$ cat config.mk
export PLATFORM = sky130hd
export DESIGN_NAME = json_syntax_validator
export DESIGN_NICKNAME = d
export VERILOG_FILES = /design/src/jsv_pkg.sv /design/src/jsv_ram.sv /design/src/jsv_stack.sv /design/src/jsv_parse.sv /design/src/json_syntax_validator.sv
export SDC_FILE = /design/constraint.sdc
export NUM_CORES = 1
export LEC_CHECK = 0
export ABC_AREA = 1
export BUFFER_PORTS_ARGS = -buffer_cell sky130_fd_sc_hd__buf_2
export CORE_MARGIN = 3
export CORE_UTILIZATION = 40
export CTS_CLUSTER_SIZE = 28
export DETAILED_ROUTE_END_ITERATION = 7
export GPL_ROUTABILITY_DRIVEN = 0
export REMOVE_ABC_BUFFERS = 1
export SLEW_MARGIN = 10
export SYNTH_ARGS = -nofsm -noshare
export SYNTH_HDL_FRONTEND = slang
export SYNTH_HIERARCHICAL = 1
export SYNTH_SLANG_ARGS = --single-unit
$ cat constraint.sdc
create_clock -name i_clk -period 3.8 [get_ports i_clk]
set_input_delay 0.19 -clock i_clk [delete_from_list [all_inputs] [get_ports i_clk]]
set_output_delay 0.19 -clock i_clk [all_outputs]
set_load 0.02 [all_outputs]
$ cat src/jsv_pkg.sv
package jsv_pkg;

    localparam int DEF_MAX_DEPTH = 64;

    localparam logic [7:0] CH_LBRACE = 8'h7B;
    localparam logic [7:0] CH_LBRACK = 8'h5B;
    localparam logic [7:0] CH_RBRACE = 8'h7D;
    localparam logic [7:0] CH_RBRACK = 8'h5D;
    localparam logic [7:0] CH_COMMA  = 8'h2C;
    localparam logic [7:0] CH_COLON  = 8'h3A;
    localparam logic [7:0] CH_QUOTE  = 8'h22;
    localparam logic [7:0] CH_BSLASH = 8'h5C;
    localparam logic [7:0] CH_LOW_U  = 8'h75;
    localparam logic [7:0] CH_SPACE  = 8'h20;
    localparam logic [7:0] CH_TAB    = 8'h09;
    localparam logic [7:0] CH_CR     = 8'h0D;

    typedef enum logic [3:0] {
        M_VALUE      = 4'd0,
        M_OPEN_ARR   = 4'd1,
        M_OPEN_OBJ   = 4'd2,
        M_KEY        = 4'd3,
        M_STRING     = 4'd4,
        M_ESCAPE     = 4'd5,
        M_HEX        = 4'd6,
        M_COLON      = 4'd7,
        M_SCALAR     = 4'd8,
        M_AFTER_ELEM = 4'd9,
        M_AFTER_TOP  = 4'd10,
        M_FAIL       = 4'd11
    } t_mode;

    // Kind bit of a nesting level: 1 = object, 0 = array.
    typedef struct packed {
        logic clear;
        logic push;
        logic pop;
        logic kind;
    } t_stack_op;

    typedef struct packed {
        logic empty;
        logic one;
        logic full;
        logic top_kind;
    } t_stack_stat;

endpackage

$ cat src/jsv_ram.sv
module jsv_ram #(
    parameter int WIDTH = 1,
    parameter int DEPTH = 64,
    localparam int AW = (DEPTH > 1) ? $clog2(DEPTH) : 1
) (
    input  logic             i_clk,
    input  logic             i_we,
    input  logic [AW-1:0]    i_waddr,
    input  logic [WIDTH-1:0] i_wdata,
    input  logic [AW-1:0]    i_raddr,
    output logic [WIDTH-1:0] o_rdata
);

    logic [WIDTH-1:0] r_mem [DEPTH];
    logic [WIDTH-1:0] r_rdata;

    always_ff @(posedge i_clk) begin
        if (i_we) begin
            r_mem[i_waddr] <= i_wdata;
        end
        r_rdata <= r_mem[i_raddr];
    end

    assign o_rdata = r_rdata;

endmodule

$ cat src/jsv_stack.sv
module jsv_stack #(
    parameter int MAX_DEPTH = jsv_pkg::DEF_MAX_DEPTH
) (
    input  logic                i_clk,
    input  logic                i_rst_n,
    input  jsv_pkg::t_stack_op  i_op,
    output jsv_pkg::t_stack_stat o_stat
);

    localparam int LW = $clog2(MAX_DEPTH + 1);
    localparam int AW = (MAX_DEPTH > 1) ? $clog2(MAX_DEPTH) : 1;

    // The top kind lives in a flop; the levels below it live in the RAM,
    // whose read port always prefetches the entry just under the top.
    logic [LW-1:0] r_level;
    logic [LW-1:0] n_level;
    logic          r_top;
    logic          n_top;
    logic          r_byp;
    logic          r_byp_kind;
    logic          below_kind;
    logic          ram_q;
    logic          ram_we;
    logic [LW-1:0] waddr_full;
    logic [LW-1:0] raddr_full;
    logic          do_push;
    logic          do_pop;

    assign do_push = i_op.push && !i_op.clear;
    assign do_pop  = i_op.pop && !i_op.clear;

    // A push writes the same address that the prefetch reads, so the value
    // written to the RAM is forwarded from a register.
    assign below_kind = r_byp ? r_byp_kind : ram_q;

    always_comb begin
        n_level = r_level;
        n_top   = r_top;
        if (i_op.clear) begin
            n_level = '0;
        end else if (do_push) begin
            n_level = r_level + LW'(1);
            n_top   = i_op.kind;
        end else if (do_pop) begin
            n_level = r_level - LW'(1);
            n_top   = below_kind;
        end
    end

    assign ram_we     = do_push && (r_level != '0);
    assign waddr_full = r_level - LW'(1);
    assign raddr_full = n_level - LW'(2);

    jsv_ram #(
        .WIDTH (1),
        .DEPTH (MAX_DEPTH)
    ) u_ram (
        .i_clk   (i_clk),
        .i_we    (ram_we),
        .i_waddr (waddr_full[AW-1:0]),
        .i_wdata (r_top),
        .i_raddr (raddr_full[AW-1:0]),
        .o_rdata (ram_q)
    );

    always_ff @(posedge i_clk) begin
        if (!i_rst_n) begin
            r_level <= '0;
            r_byp   <= 1'b0;
        end else begin
            r_level <= n_level;
            r_byp   <= do_push;
        end
    end

    always_ff @(posedge i_clk) begin
        r_top      <= n_top;
        r_byp_kind <= r_top;
    end

    assign o_stat.empty    = (r_level == '0);
    assign o_stat.one      = (r_level == LW'(1));
    assign o_stat.full     = (r_level == LW'(MAX_DEPTH));
    assign o_stat.top_kind = r_top;

    a_no_push_full: assert property (@(posedge i_clk) disable iff (!i_rst_n)
        do_push |-> (r_level != LW'(MAX_DEPTH)))
        else $error("push while the nesting stack is full");

    a_no_pop_empty: assert property (@(posedge i_clk) disable iff (!i_rst_n)
        do_pop |-> (r_level != '0))
        else $error("pop while the nesting stack is empty");

    a_level_range: assert property (@(posedge i_clk) disable iff (!i_rst_n)
        r_level <= LW'(MAX_DEPTH))
        else $error("nesting level beyond its limit");

    a_push_steps: assert property (@(posedge i_clk) disable iff (!i_rst_n)
        do_push |=> (r_level == $past(r_level) + LW'(1)) && r_byp)
        else $error("push did not advance the level");

endmodule

$ cat src/jsv_parse.sv
module jsv_parse (
    input  logic                 [7:0] i_byte,
    input  jsv_pkg::t_mode             i_mode,
    input  logic                       i_in_key,
    input  logic                 [1:0] i_hex,
    input  jsv_pkg::t_stack_stat       i_stat,
    output jsv_pkg::t_mode             o_mode,
    output logic                       o_in_key,
    output logic                 [1:0] o_hex,
    output logic                       o_ovf_set,
    output jsv_pkg::t_stack_op         o_op
);

    logic           is_ws;
    logic           is_delim;
    // Start of a value.
    jsv_pkg::t_mode sv_mode;
    logic           sv_key_clr;
    logic           sv_push;
    logic           sv_ovf;
    // Close of a container.
    jsv_pkg::t_mode cl_mode;
    logic           cl_pop;
    // Byte after a complete element inside a container.
    jsv_pkg::t_mode ae_mode;
    logic           ae_pop;
    jsv_pkg::t_mode done_mode;
    logic           is_open;

    assign is_ws = (i_byte == jsv_pkg::CH_SPACE) ||
                   ((i_byte >= jsv_pkg::CH_TAB) && (i_byte <= jsv_pkg::CH_CR));
    assign is_delim = (i_byte == jsv_pkg::CH_COMMA) || (i_byte == jsv_pkg::CH_RBRACE) ||
                      (i_byte == jsv_pkg::CH_RBRACK);
    assign is_open = (i_byte == jsv_pkg::CH_LBRACE) || (i_byte == jsv_pkg::CH_LBRACK);
    assign done_mode = i_stat.empty ? jsv_pkg::M_AFTER_TOP : jsv_pkg::M_AFTER_ELEM;

    always_comb begin
        sv_key_clr = 1'b0;
        sv_push    = 1'b0;
        sv_ovf     = 1'b0;
        if (i_byte == jsv_pkg::CH_QUOTE) begin
            sv_mode    = jsv_pkg::M_STRING;
            sv_key_clr = 1'b1;
        end else if (is_open) begin
            if (i_stat.full) begin
                sv_mode = jsv_pkg::M_FAIL;
                sv_ovf  = 1'b1;
            end else begin
                sv_push = 1'b1;
                sv_mode = (i_byte == jsv_pkg::CH_LBRACE) ? jsv_pkg::M_OPEN_OBJ
                                                         : jsv_pkg::M_OPEN_ARR;
            end
        end else if (is_delim) begin
            sv_mode = jsv_pkg::M_FAIL;
        end else begin
            sv_mode = jsv_pkg::M_SCALAR;
        end
    end

    always_comb begin
        cl_pop = 1'b0;
        if (i_stat.empty) begin
            cl_mode = jsv_pkg::M_FAIL;
        end else begin
            cl_pop  = 1'b1;
            cl_mode = i_stat.one ? jsv_pkg::M_AFTER_TOP : jsv_pkg::M_AFTER_ELEM;
        end
    end

    always_comb begin
        ae_pop = 1'b0;
        if (i_stat.empty) begin
            ae_mode = jsv_pkg::M_FAIL;
        end else if (i_byte == jsv_pkg::CH_COMMA) begin
            ae_mode = i_stat.top_kind ? jsv_pkg::M_KEY : jsv_pkg::M_VALUE;
        end else if ((i_byte == jsv_pkg::CH_RBRACE && i_stat.top_kind) ||
                     (i_byte == jsv_pkg::CH_RBRACK && !i_stat.top_kind)) begin
            ae_mode = cl_mode;
            ae_pop  = cl_pop;
        end else begin
            ae_mode = jsv_pkg::M_FAIL;
        end
    end

    always_comb begin
        o_mode    = i_mode;
        o_in_key  = i_in_key;
        o_hex     = i_hex;
        o_ovf_set = 1'b0;
        o_op      = '0;
        o_op.kind = (i_byte == jsv_pkg::CH_LBRACE);
        unique case (i_mode)
            jsv_pkg::M_VALUE: begin
                if (!is_ws) begin
                    o_mode    = sv_mode;
                    o_in_key  = i_in_key && !sv_key_clr;
                    o_op.push = sv_push;
                    o_ovf_set = sv_ovf;
                end
            end
            jsv_pkg::M_OPEN_ARR: begin
                if (!is_ws) begin
                    if (i_byte == jsv_pkg::CH_RBRACK) begin
                        o_mode   = cl_mode;
                        o_op.pop = cl_pop;
                    end else begin
                        o_mode    = sv_mode;
                        o_in_key  = i_in_key && !sv_key_clr;
                        o_op.push = sv_push;
                        o_ovf_set = sv_ovf;
                    end
                end
            end
            jsv_pkg::M_OPEN_OBJ, jsv_pkg::M_KEY: begin
                if (!is_ws) begin
                    if (i_byte == jsv_pkg::CH_RBRACE && i_mode == jsv_pkg::M_OPEN_OBJ) begin
                        o_mode   = cl_mode;
                        o_op.pop = cl_pop;
                    end else if (i_byte == jsv_pkg::CH_QUOTE) begin
                        o_in_key = 1'b1;
                        o_mode   = jsv_pkg::M_STRING;
                    end else begin
                        o_mode = jsv_pkg::M_FAIL;
                    end
                end
            end
            jsv_pkg::M_STRING: begin
                if (i_byte == jsv_pkg::CH_QUOTE) begin
                    if (i_in_key) begin
                        o_in_key = 1'b0;
                        o_mode   = jsv_pkg::M_COLON;
                    end else begin
                        o_mode = done_mode;
                    end
                end else if (i_byte == jsv_pkg::CH_BSLASH) begin
                    o_mode = jsv_pkg::M_ESCAPE;
                end
            end
            jsv_pkg::M_ESCAPE: begin
                if (i_byte == jsv_pkg::CH_LOW_U) begin
                    o_hex  = 2'd3;
                    o_mode = jsv_pkg::M_HEX;
                end else begin
                    o_mode = jsv_pkg::M_STRING;
                end
            end
            jsv_pkg::M_HEX: begin
                if (i_hex == 2'd0) begin
                    o_mode = jsv_pkg::M_STRING;
                end else begin
                    o_hex = i_hex - 2'd1;
                end
            end
            jsv_pkg::M_COLON: begin
                if (!is_ws) begin
                    o_mode = (i_byte == jsv_pkg::CH_COLON) ? jsv_pkg::M_VALUE
                                                           : jsv_pkg::M_FAIL;
                end
            end
            jsv_pkg::M_SCALAR: begin
                // A delimiter ends the scalar and is then taken as the byte
                // after a complete element.
                if (is_ws) begin
                    o_mode = done_mode;
                end else if (is_delim) begin
                    if (i_stat.empty) begin
                        o_mode = jsv_pkg::M_FAIL;
                    end else begin
                        o_mode   = ae_mode;
                        o_op.pop = ae_pop;
                    end
                end
            end
            jsv_pkg::M_AFTER_ELEM: begin
                if (!is_ws) begin
                    o_mode   = ae_mode;
                    o_op.pop = ae_pop;
                end
            end
            jsv_pkg::M_AFTER_TOP: begin
                if (!is_ws) begin
                    o_mode = jsv_pkg::M_FAIL;
                end
            end
            default: begin
                o_mode = jsv_pkg::M_FAIL;
            end
        endcase
    end

endmodule

$ cat src/json_syntax_validator.sv
// JSON syntax checker for a byte stream.
// Input channel (i_s_*): one document byte per transfer, i_s_tlast set on the
// final byte of a document. Output channel (o_m_*): one verdict transfer per
// document, issued for the last byte only; nothing comes out for other bytes.
// The verdict carries valid_res (document well formed) and too_deep (nesting
// went past MAX_DEPTH levels; the document then also reads as invalid).
// Throughput is one byte per clock. A byte is captured in the input register
// and processed from there; when a last byte is processed, its verdict is
// loaded into the output register, which drives o_m_tvalid. The nesting
// stack keeps its top entry in a flop and the rest in a RAM whose registered
// read always prefetches the entry below the top, so a close can follow a
// close in consecutive cycles.
// When a verdict waits on a stalled receiver, bytes of the next document keep
// flowing; only a further last byte holds in the input register, and then
// o_s_tready drops until the pending verdict is taken.
// Reset clears all control state; the stack RAM needs no clearing, since a
// level is read only after it was pushed. After each last byte the parser
// returns to its reset state for the next document.
module json_syntax_validator #(
    parameter int MAX_DEPTH = jsv_pkg::DEF_MAX_DEPTH
) (
    input  logic       i_clk,
    input  logic       i_rst_n,
    input  logic       i_s_tvalid,
    output logic       o_s_tready,
    input  logic [7:0] i_s_tdata,   // [7:0] data_byte
    input  logic       i_s_tlast,   // last_byte
    output logic       o_m_tvalid,
    input  logic       i_m_tready,
    output logic [7:0] o_m_tdata    // [0] valid_res, [1] too_deep, [7:2] zero
);

    logic                 r_in_valid;
    logic [7:0]           r_in_byte;
    logic                 r_in_last;
    jsv_pkg::t_mode       r_mode;
    jsv_pkg::t_mode       n_mode;
    logic                 r_in_key;
    logic                 n_in_key;
    logic [1:0]           r_hex;
    logic [1:0]           n_hex;
    logic                 r_ovf;
    logic                 ovf_set;
    logic                 r_out_valid;
    logic                 r_out_ok;
    logic                 r_out_deep;
    logic                 proc;
    logic                 s_accept;
    logic                 verdict_ok;
    logic                 verdict_deep;
    jsv_pkg::t_stack_op   parse_op;
    jsv_pkg::t_stack_op   stack_op;
    jsv_pkg::t_stack_stat stat;

    // A non-final byte never waits on the output side.
    assign proc       = r_in_valid && (!r_in_last || !r_out_valid || i_m_tready);
    assign o_s_tready = !r_in_valid || proc;
    assign s_accept   = i_s_tvalid && o_s_tready;

    jsv_parse u_parse (
        .i_byte    (r_in_byte),
        .i_mode    (r_mode),
        .i_in_key  (r_in_key),
        .i_hex     (r_hex),
        .i_stat    (stat),
        .o_mode    (n_mode),
        .o_in_key  (n_in_key),
        .o_hex     (n_hex),
        .o_ovf_set (ovf_set),
        .o_op      (parse_op)
    );

    always_comb begin
        stack_op = '0;
        if (proc) begin
            if (r_in_last) begin
                stack_op.clear = 1'b1;
            end else begin
                stack_op = parse_op;
            end
        end
    end

    jsv_stack #(
        .MAX_DEPTH (MAX_DEPTH)
    ) u_stack (
        .i_clk   (i_clk),
        .i_rst_n (i_rst_n),
        .i_op    (stack_op),
        .o_stat  (stat)
    );

    // A scalar can only be in progress at the level it started on, so the
    // current level decides whether it completes the document.
    assign verdict_deep = r_ovf || ovf_set;
    assign verdict_ok   = !verdict_deep &&
                          ((n_mode == jsv_pkg::M_AFTER_TOP) ||
                           (n_mode == jsv_pkg::M_SCALAR && stat.empty));

    always_ff @(posedge i_clk) begin
        if (!i_rst_n) begin
            r_in_valid  <= 1'b0;
            r_mode      <= jsv_pkg::M_VALUE;
            r_in_key    <= 1'b0;
            r_hex       <= 2'd0;
            r_ovf       <= 1'b0;
            r_out_valid <= 1'b0;
        end else begin
            if (s_accept) begin
                r_in_valid <= 1'b1;
            end else if (proc) begin
                r_in_valid <= 1'b0;
            end
            if (proc) begin
                if (r_in_last) begin
                    r_mode   <= jsv_pkg::M_VALUE;
                    r_in_key <= 1'b0;
                    r_hex    <= 2'd0;
                    r_ovf    <= 1'b0;
                end else begin
                    r_mode   <= n_mode;
                    r_in_key <= n_in_key;
                    r_hex    <= n_hex;
                    r_ovf    <= verdict_deep;
                end
            end
            if (proc && r_in_last) begin
                r_out_valid <= 1'b1;
            end else if (i_m_tready) begin
                r_out_valid <= 1'b0;
            end
        end
    end

    always_ff @(posedge i_clk) begin
        if (s_accept) begin
            r_in_byte <= i_s_tdata;
            r_in_last <= i_s_tlast;
        end
        if (proc && r_in_last) begin
            r_out_ok   <= verdict_ok;
            r_out_deep <= verdict_deep;
        end
    end

    assign o_m_tvalid = r_out_valid;
    assign o_m_tdata  = {6'd0, r_out_deep, r_out_ok};

    a_verdict_held: assert property (@(posedge i_clk) disable iff (!i_rst_n)
        (o_m_tvalid && !i_m_tready) |=> o_m_tvalid && $stable(o_m_tdata))
        else $error("pending verdict changed before its transfer");

    a_deep_invalid: assert property (@(posedge i_clk) disable iff (!i_rst_n)
        (o_m_tvalid && o_m_tdata[1]) |-> !o_m_tdata[0])
        else $error("too-deep document reported as valid");

    a_fresh_after_last: assert property (@(posedge i_clk) disable iff (!i_rst_n)
        (proc && r_in_last) |=> (r_mode == jsv_pkg::M_VALUE) && !r_ovf && stat.empty)
        else $error("parser not returned to its start state after a document");

    a_ovf_sticky: assert property (@(posedge i_clk) disable iff (!i_rst_n)
        (r_ovf && !(proc && r_in_last)) |=> r_ovf && (r_mode == jsv_pkg::M_FAIL))
        else $error("overflow mark lost within a document");

endmodule

Word level (Yosys, flattened, before mapping). Memories as Yosys holds them, arrays and structs flattened. A register that Yosys moved wholly into a read port is not among the register bits. Index checks and enable logic that the tools add are counted.

Bits in registers: 31. Bits in latches: 0. RAM bits: 64. Bits in read-only memories: 0. Output and inout bits: 10. Memories kept: 1.

Memories: u_stack.u_ram.r_mem (words 64, bits a word 1, rd ports 1, clocked after memory_dff 1, write ports 1, line jsv_ram.sv:14) `logic [WIDTH-1:0] r_mem [DEPTH];`.

Add/sub/neg operators: 4. Multiply operators: 0. Divide/modulo/power cells: 0. Order comparisons: 2. Eq/ne operators: 33. Shifts and indexed selects: 0. Muxes and demuxes: 88. Bitwise operators: 1. Reductions and logical operators: 43.

Operators with widths (count): 2-to-1 mux 4 bit (26); equality test 8 x 7 -> 1 bit, second input constant (6); 2-to-1 mux 1 bit (42); one-hot mux 4 bit (10 select lines) (1); equality test 8 x 6 -> 1 bit, second input constant (4); 2-to-1 mux 7 bit (3); equality test 4 bit, second input constant (5); 2-to-1 mux 2 bit (10); inequality test 3 bit, second input constant (6); equality test 4 x 3 -> 1 bit, second input constant (4); logical AND 1 bit (13); logical OR 1 bit (10); inequality test 3 x 2 -> 1 bit, second input constant (3); AND reduction 9 bit (1); equality test 4 x 2 -> 1 bit, second input constant (2); >= comparator 8 x 4 -> 1 bit, second input constant (1); less-or-equal comparator 8 x 4 -> 1 bit, second input constant (1); one-hot mux 1 bit (4 select lines) (2); adder 7 x 1 -> 7 bit, second input constant (1); equality test 7 x 1 -> 1 bit, second input constant (1); equality test 7 bit, second input constant (1); zero test 1 bit (7); zero test 7 bit (1); nonzero test 7 bit (1); 16 further kinds (19).

Longest topological paths before layout.
Depth in word-level cells: 18. Gate-level depth with buffers: 29. Mapped depth without buffers: 27.

Hierarchy. Netlist, hierarchy kept.

Modules (own cells, without submodules): jsv_ram (instances 1, cells each 314, area an instance 3045.4 um^2, seq. area each 1941.9 um^2); jsv_stack (instances 1, cells each 147, area an instance 950.9 um^2, seq. area each 210.2 um^2); jsv_parse (instances 1, cells each 211, area an instance 923.4 um^2, seq. area each 0.0 um^2); json_syntax_validator (instances 1, cells each 85, area an instance 837.1 um^2, seq. area each 530.5 um^2).

Worst setup path before layout. Ideal clock, no wire load.

Path kind: register to register. From: register u_stack.r_top. To: register u_stack.u_ram.r_rdata (netlist: u_stack/u_ram/o_rdata), read port of u_stack.u_ram.r_mem. Setup time: 0.113 ns. Data arrival time: 3.565 ns. Required time: 3.687 ns. Setup slack: 0.122 ns. Cell stages (with the launch flop): 23. Cell sequence: edfxtp_1 > buf_4 > nand3_1 > nand2_1 > o2111ai_1 > a211oi_1 > inv_1 > nor2_1 > nand2_8 > nand2_4 > o21ai_1 > nor2_1 > inv_1 > ha_1 > inv_1 > buf_2 > inv_1 > nand3_1 > nand2_1 > nand2_1 > nand3_1 > nand3_1 > nand2_1.

RTL lines: start: declaration (line jsv_stack.sv:17) `logic r_top;`; start signal: assignment (line jsv_stack.sv:77) `r_top <= n_top;`; end: declaration (line jsv_ram.sv:15) `logic [WIDTH-1:0] r_rdata;`.

Worst setup path after layout.
From: register u_stack.r_level[0]. To: register u_stack.u_ram.r_rdata (netlist: u_stack/u_ram/o_rdata), read port of u_stack.u_ram.r_mem.

Elaborated cells on any way between the ends: 31. Classes of those cells: 3 x add/sub; 1 x eq/ne; 24 x mux; 3 x reduce/logical.

RTL lines: start: declaration (line jsv_stack.sv:15) `logic [LW-1:0] r_level;`; start signal: assignment (line jsv_stack.sv:71) `r_level <= n_level;`; subtractor 7 x 1 -> 7 bit (line jsv_stack.sv:45) `n_level = r_level - LW'(1);`; net u_stack.waddr_full[0] (line jsv_stack.sv:24) `logic [LW-1:0] waddr_full;`; 2-to-1 mux 7 bit (line jsv_stack.sv:44) `end else if (do_pop) begin`; 2-to-1 mux 7 bit (line jsv_stack.sv:41) `end else if (do_push) begin`; 2-to-1 mux 7 bit (line jsv_stack.sv:39) `if (i_op.clear) begin`; subtractor 6 x 2 -> 6 bit (line jsv_stack.sv:52) `assign raddr_full = n_level - LW'(2);`; net u_stack.raddr_full[2] (line jsv_stack.sv:25) `logic [LW-1:0] raddr_full;`.

The timed path passes the listed nets, and every way through them passes these cells. A chain may end at the register's enable or synchronous reset.

==> results_dict.tcl <==
set metrics [dict create \
    drv_cap 0 \
    seq_power_share_pct 52.3 \
    crit_top_cell "nand2_1" \
    start_kind "flop" \
    core_um2 13990 \
    crit_cells 28 \
    area_growth_pct 9.150 \
    p_clk_share_pct 44.2 \
    grt_pass1_vias 4606 \
    r2r_start "u_stack/r_level[0]$_SDFF_PN0_" \
    slew_headroom_pct 63.65 \
    r2r_setup_slack_ns 0.34 \
    finalSetupViolCount 0 \
    std_cell_rows 43 \
    crit_family "simple AND/OR/NAND/NOR gates" \
    grt_max_degree 66 \
    cts_made_buffers 9 \
    cp.required_ns 4.05 \
    worst_pin_slew_ns 0.5453 \
    cts_max_path_buffers 2 \
    n_antenna_cell 0 \
    die_h_um 126.0 \
    hold_path_end "r_in_last$_DFFE_PP_" \
    rsz0062_at_grt "no" \
    holdCritStartpoint "i_s_tlast" \
    yosysUniqueCellTypes 36 \
    routed_via_density 5.304 \
    clkTransAtPathRegs_ns 0.07 \
    intPower_w 0.001701 \
    avgSynthCellArea_um2 7.605 \
    drc_errors 0 \
    p_switching_w 0.0004692 \
    finClkSkew_ns 0.008161 \
    die_area_um2 15870 \
    grt.overflow.total 0 \
    ant_nets 0 \
    htree_num_levels 3 \
    ff2ff_path_depth 28 \
    insertion_delay_ns 0.35 \
    drt_pre_antenna_iters 7 \
    die_w_um 126.0 \
    yosys_register_bits 96 \
    io_pins 23 \
    power_density_nw_per_um2 345.4 \
    port_buffers 16 \
    drt_iter0_markers 396 \
    n_fill_cell 1395 \
    final_cell_mix "nand2_1 (222), nor2_1 (124), nand3_1 (96), inv_1 (77), edfxtp_1 (76)" \
    dp_hpwl_um 9817 \
    hp-class "in -> reg" \
    synth_ff_type "edfxtp_1" \
    routed_wl_um 13950 \
    synthCells 757 \
    synthArstFlopShare_pct 0 \
    worst-path-buf-inv 9 \
    syn_area_um2 5757 \
    p_leak_nw 2.612 \
    fin_nets 789 \
    grt_antenna_before_repair 0 \
    critPathKind "reg -> reg" \
    finalHoldViolCount 0 \
    fmax_ghz 0.2887 \
    layout_commonest_cell "nand2_1" \
    dr_total_vias 5076 \
    cpMaxStageDelayCell "dfxtp_4" \
    synth-edff-count 76 \
    grt_first_pass_wirelength_um 22910 \
    p_sw_share_pct 21.62 \
    yosys_warnings 6 \
    slew_viol_final 0 \
    fin_total_pwr_w 0.002170 \
    critPathArrivalTime_ns 3.71 \
    path_max_fanout 9 \
    holdWs_ns 0.01498 \
    wl_per_cell_um 14.58 \
    drive_gt1_share_pct 10.68 \
    whs_path_depth 1 \
    cts_tree "done" \
    ir_worst_vdd_mv 0.2069 \
    clockRootBuffer "clkbuf_16" \
    reg2reg_to "u_stack/u_ram/o_rdata$_DFF_P_" \
    fin_crit_ns 3.463 \
    start_util_pct 41.15 \
    final_cells 957 \
    cp-end-kind "flop" \
    holdBufCountCts 0 \
    grt_usage_pct 17.99 \
    clock_sinks 96 \
    yosysSeqAreaShare_pct 46.60 \
    max_stage_delay_ns 0.40 \
    combinationalPowerShare_pct 3.4 \
    placedCellCount 941 \
    status "completed" \
    fin_crit_sh_pct 91.14 \
]
cells in the mapped netlist, types with 3 or more instances:
library cell / count / share of area (%)
a21oi_1: 16 / 1.4
a31oi_1: 5 / 0.54
buf_2: 4 / 0.35
buf_4: 13 / 1.7
buf_6: 11 / 2.2
dfxtp_1: 20 / 7.0
edfxtp_1: 76 / 40
ha_1: 4 / 0.87
inv_1: 79 / 5.2
inv_2: 5 / 0.33
nand2_1: 222 / 14
nand2_2: 4 / 0.43
nand3_1: 96 / 8.3
nand3_2: 5 / 0.87
nand4_1: 14 / 1.5
nor2_1: 126 / 8.2
nor2_2: 7 / 0.76
nor2_4: 4 / 0.78
nor3_1: 11 / 0.96
nor4_1: 5 / 0.54
o21ai_0: 9 / 0.78
o21ai_1: 3 / 0.26
xnor2_1: 3 / 0.46
through the flow:
step | area (um^2) | setup WS (ns) | util, % | setup TNS [ns]
floorplan | 5534 | -1.304 | - | -1.304
global placement | 5939 | 0.2504 | 42.46 | 0
detailed placement | 5939 | 0.1037 | 42.46 | 0
CTS | 6255 | 0.04930 | 44.71 | 0
global route | 6284 | 0.002581 | 44.92 | 0
finish | 6284 | 0.3366 | 44.92 | 0
final cells by class:
cell class	count	area, um^2	area share, %
sequential	96	2686	42.75
multi-input combinational	552	2536	40.36
inverter	86	341.6	5.436
clock buffer	11	252.7	4.022
tap	180	225.2	3.584
timing repair buffer	27	178.9	2.847
clock inverter	5	62.56	0.9956
power groups by stage:
stage	Sequential [W]	Combinational (W)	Clock, W
global placement	0.00116	0.0000717	0
finish	0.00114	0.0000743	0.000960
CTS	0.00114	0.0000731	0.000983
floorplan	0.00116	0.0000499	0
global route	0.00114	0.0000830	0.00103
detailed placement	0.00116	0.0000730	0
routing by layer:
layer | track usage [%] | wire length, um
met4 | 6.562 | 329
met1 | 24.53 | 6192
met2 | 29.05 | 6482
met5 | 0 | 0
met3 | 2.926 | 944
registers in the layout, indices dropped and copies added (netlist names):
name,flops
u_stack/r_byp,1
u_stack/u_ram/o_rdata,1
r_in_key,1
u_stack/r_level,7
u_stack/r_top,1
r_in_valid,1
r_ovf,1
r_hex,2
r_out_ok,1
o_m_tvalid,1
r_in_byte,8
u_stack/r_byp_kind,1
r_out_deep,1
u_stack/u_ram/r_mem,64
r_in_last,1
r_mode,4
cell families (layout without fill, tap and decap cells):
| logic type | after synthesis | after routing | synth area share (%) |
|---|---|---|---|
| fa+ha+maj | 4 | 4 | 0.8694 |
| xor+xnor | 3 | 3 | 0.4565 |
| simple gates | 501 | 501 | 38.36 |
| compound gates | 37 | 37 | 3.564 |
| other cells | 2 | 7 | 0.1305 |
| flops | 96 | 96 | 46.60 |
| buf+inv | 114 | 129 | 10.02 |
timing repair:
| item | in CTS | in global routing |
|---|---|---|
| setup buffers | 0 | 0 |
| endpoints found under the setup margin | 0 | 1 |
| endpoints found under the hold margin | 0 | 0 |
| gates resized for setup | 0 | 10 |
worst max-delay path by stage:
stage / start / end / slack (ns)
floorplan: u_stack/r_level[0]$_SDFF_PN0_ / u_stack/u_ram/o_rdata$_DFF_P_ / -1.30
finish: u_stack/r_level[0]$_SDFF_PN0_ / u_stack/u_ram/o_rdata$_DFF_P_ / 0.34
CTS: u_stack/r_level[0]$_SDFF_PN0_ / u_stack/u_ram/o_rdata$_DFF_P_ / 0.05
global route: u_stack/r_level[0]$_SDFF_PN0_ / u_stack/u_ram/o_rdata$_DFF_P_ / 0.003
global placement: u_stack/r_level[0]$_SDFF_PN0_ / u_stack/u_ram/o_rdata$_DFF_P_ / 0.25
detailed placement: u_stack/r_level[0]$_SDFF_PN0_ / u_stack/u_ram/o_rdata$_DFF_P_ / 0.10
No activity file was read; power rests on OpenSTA's default activity.
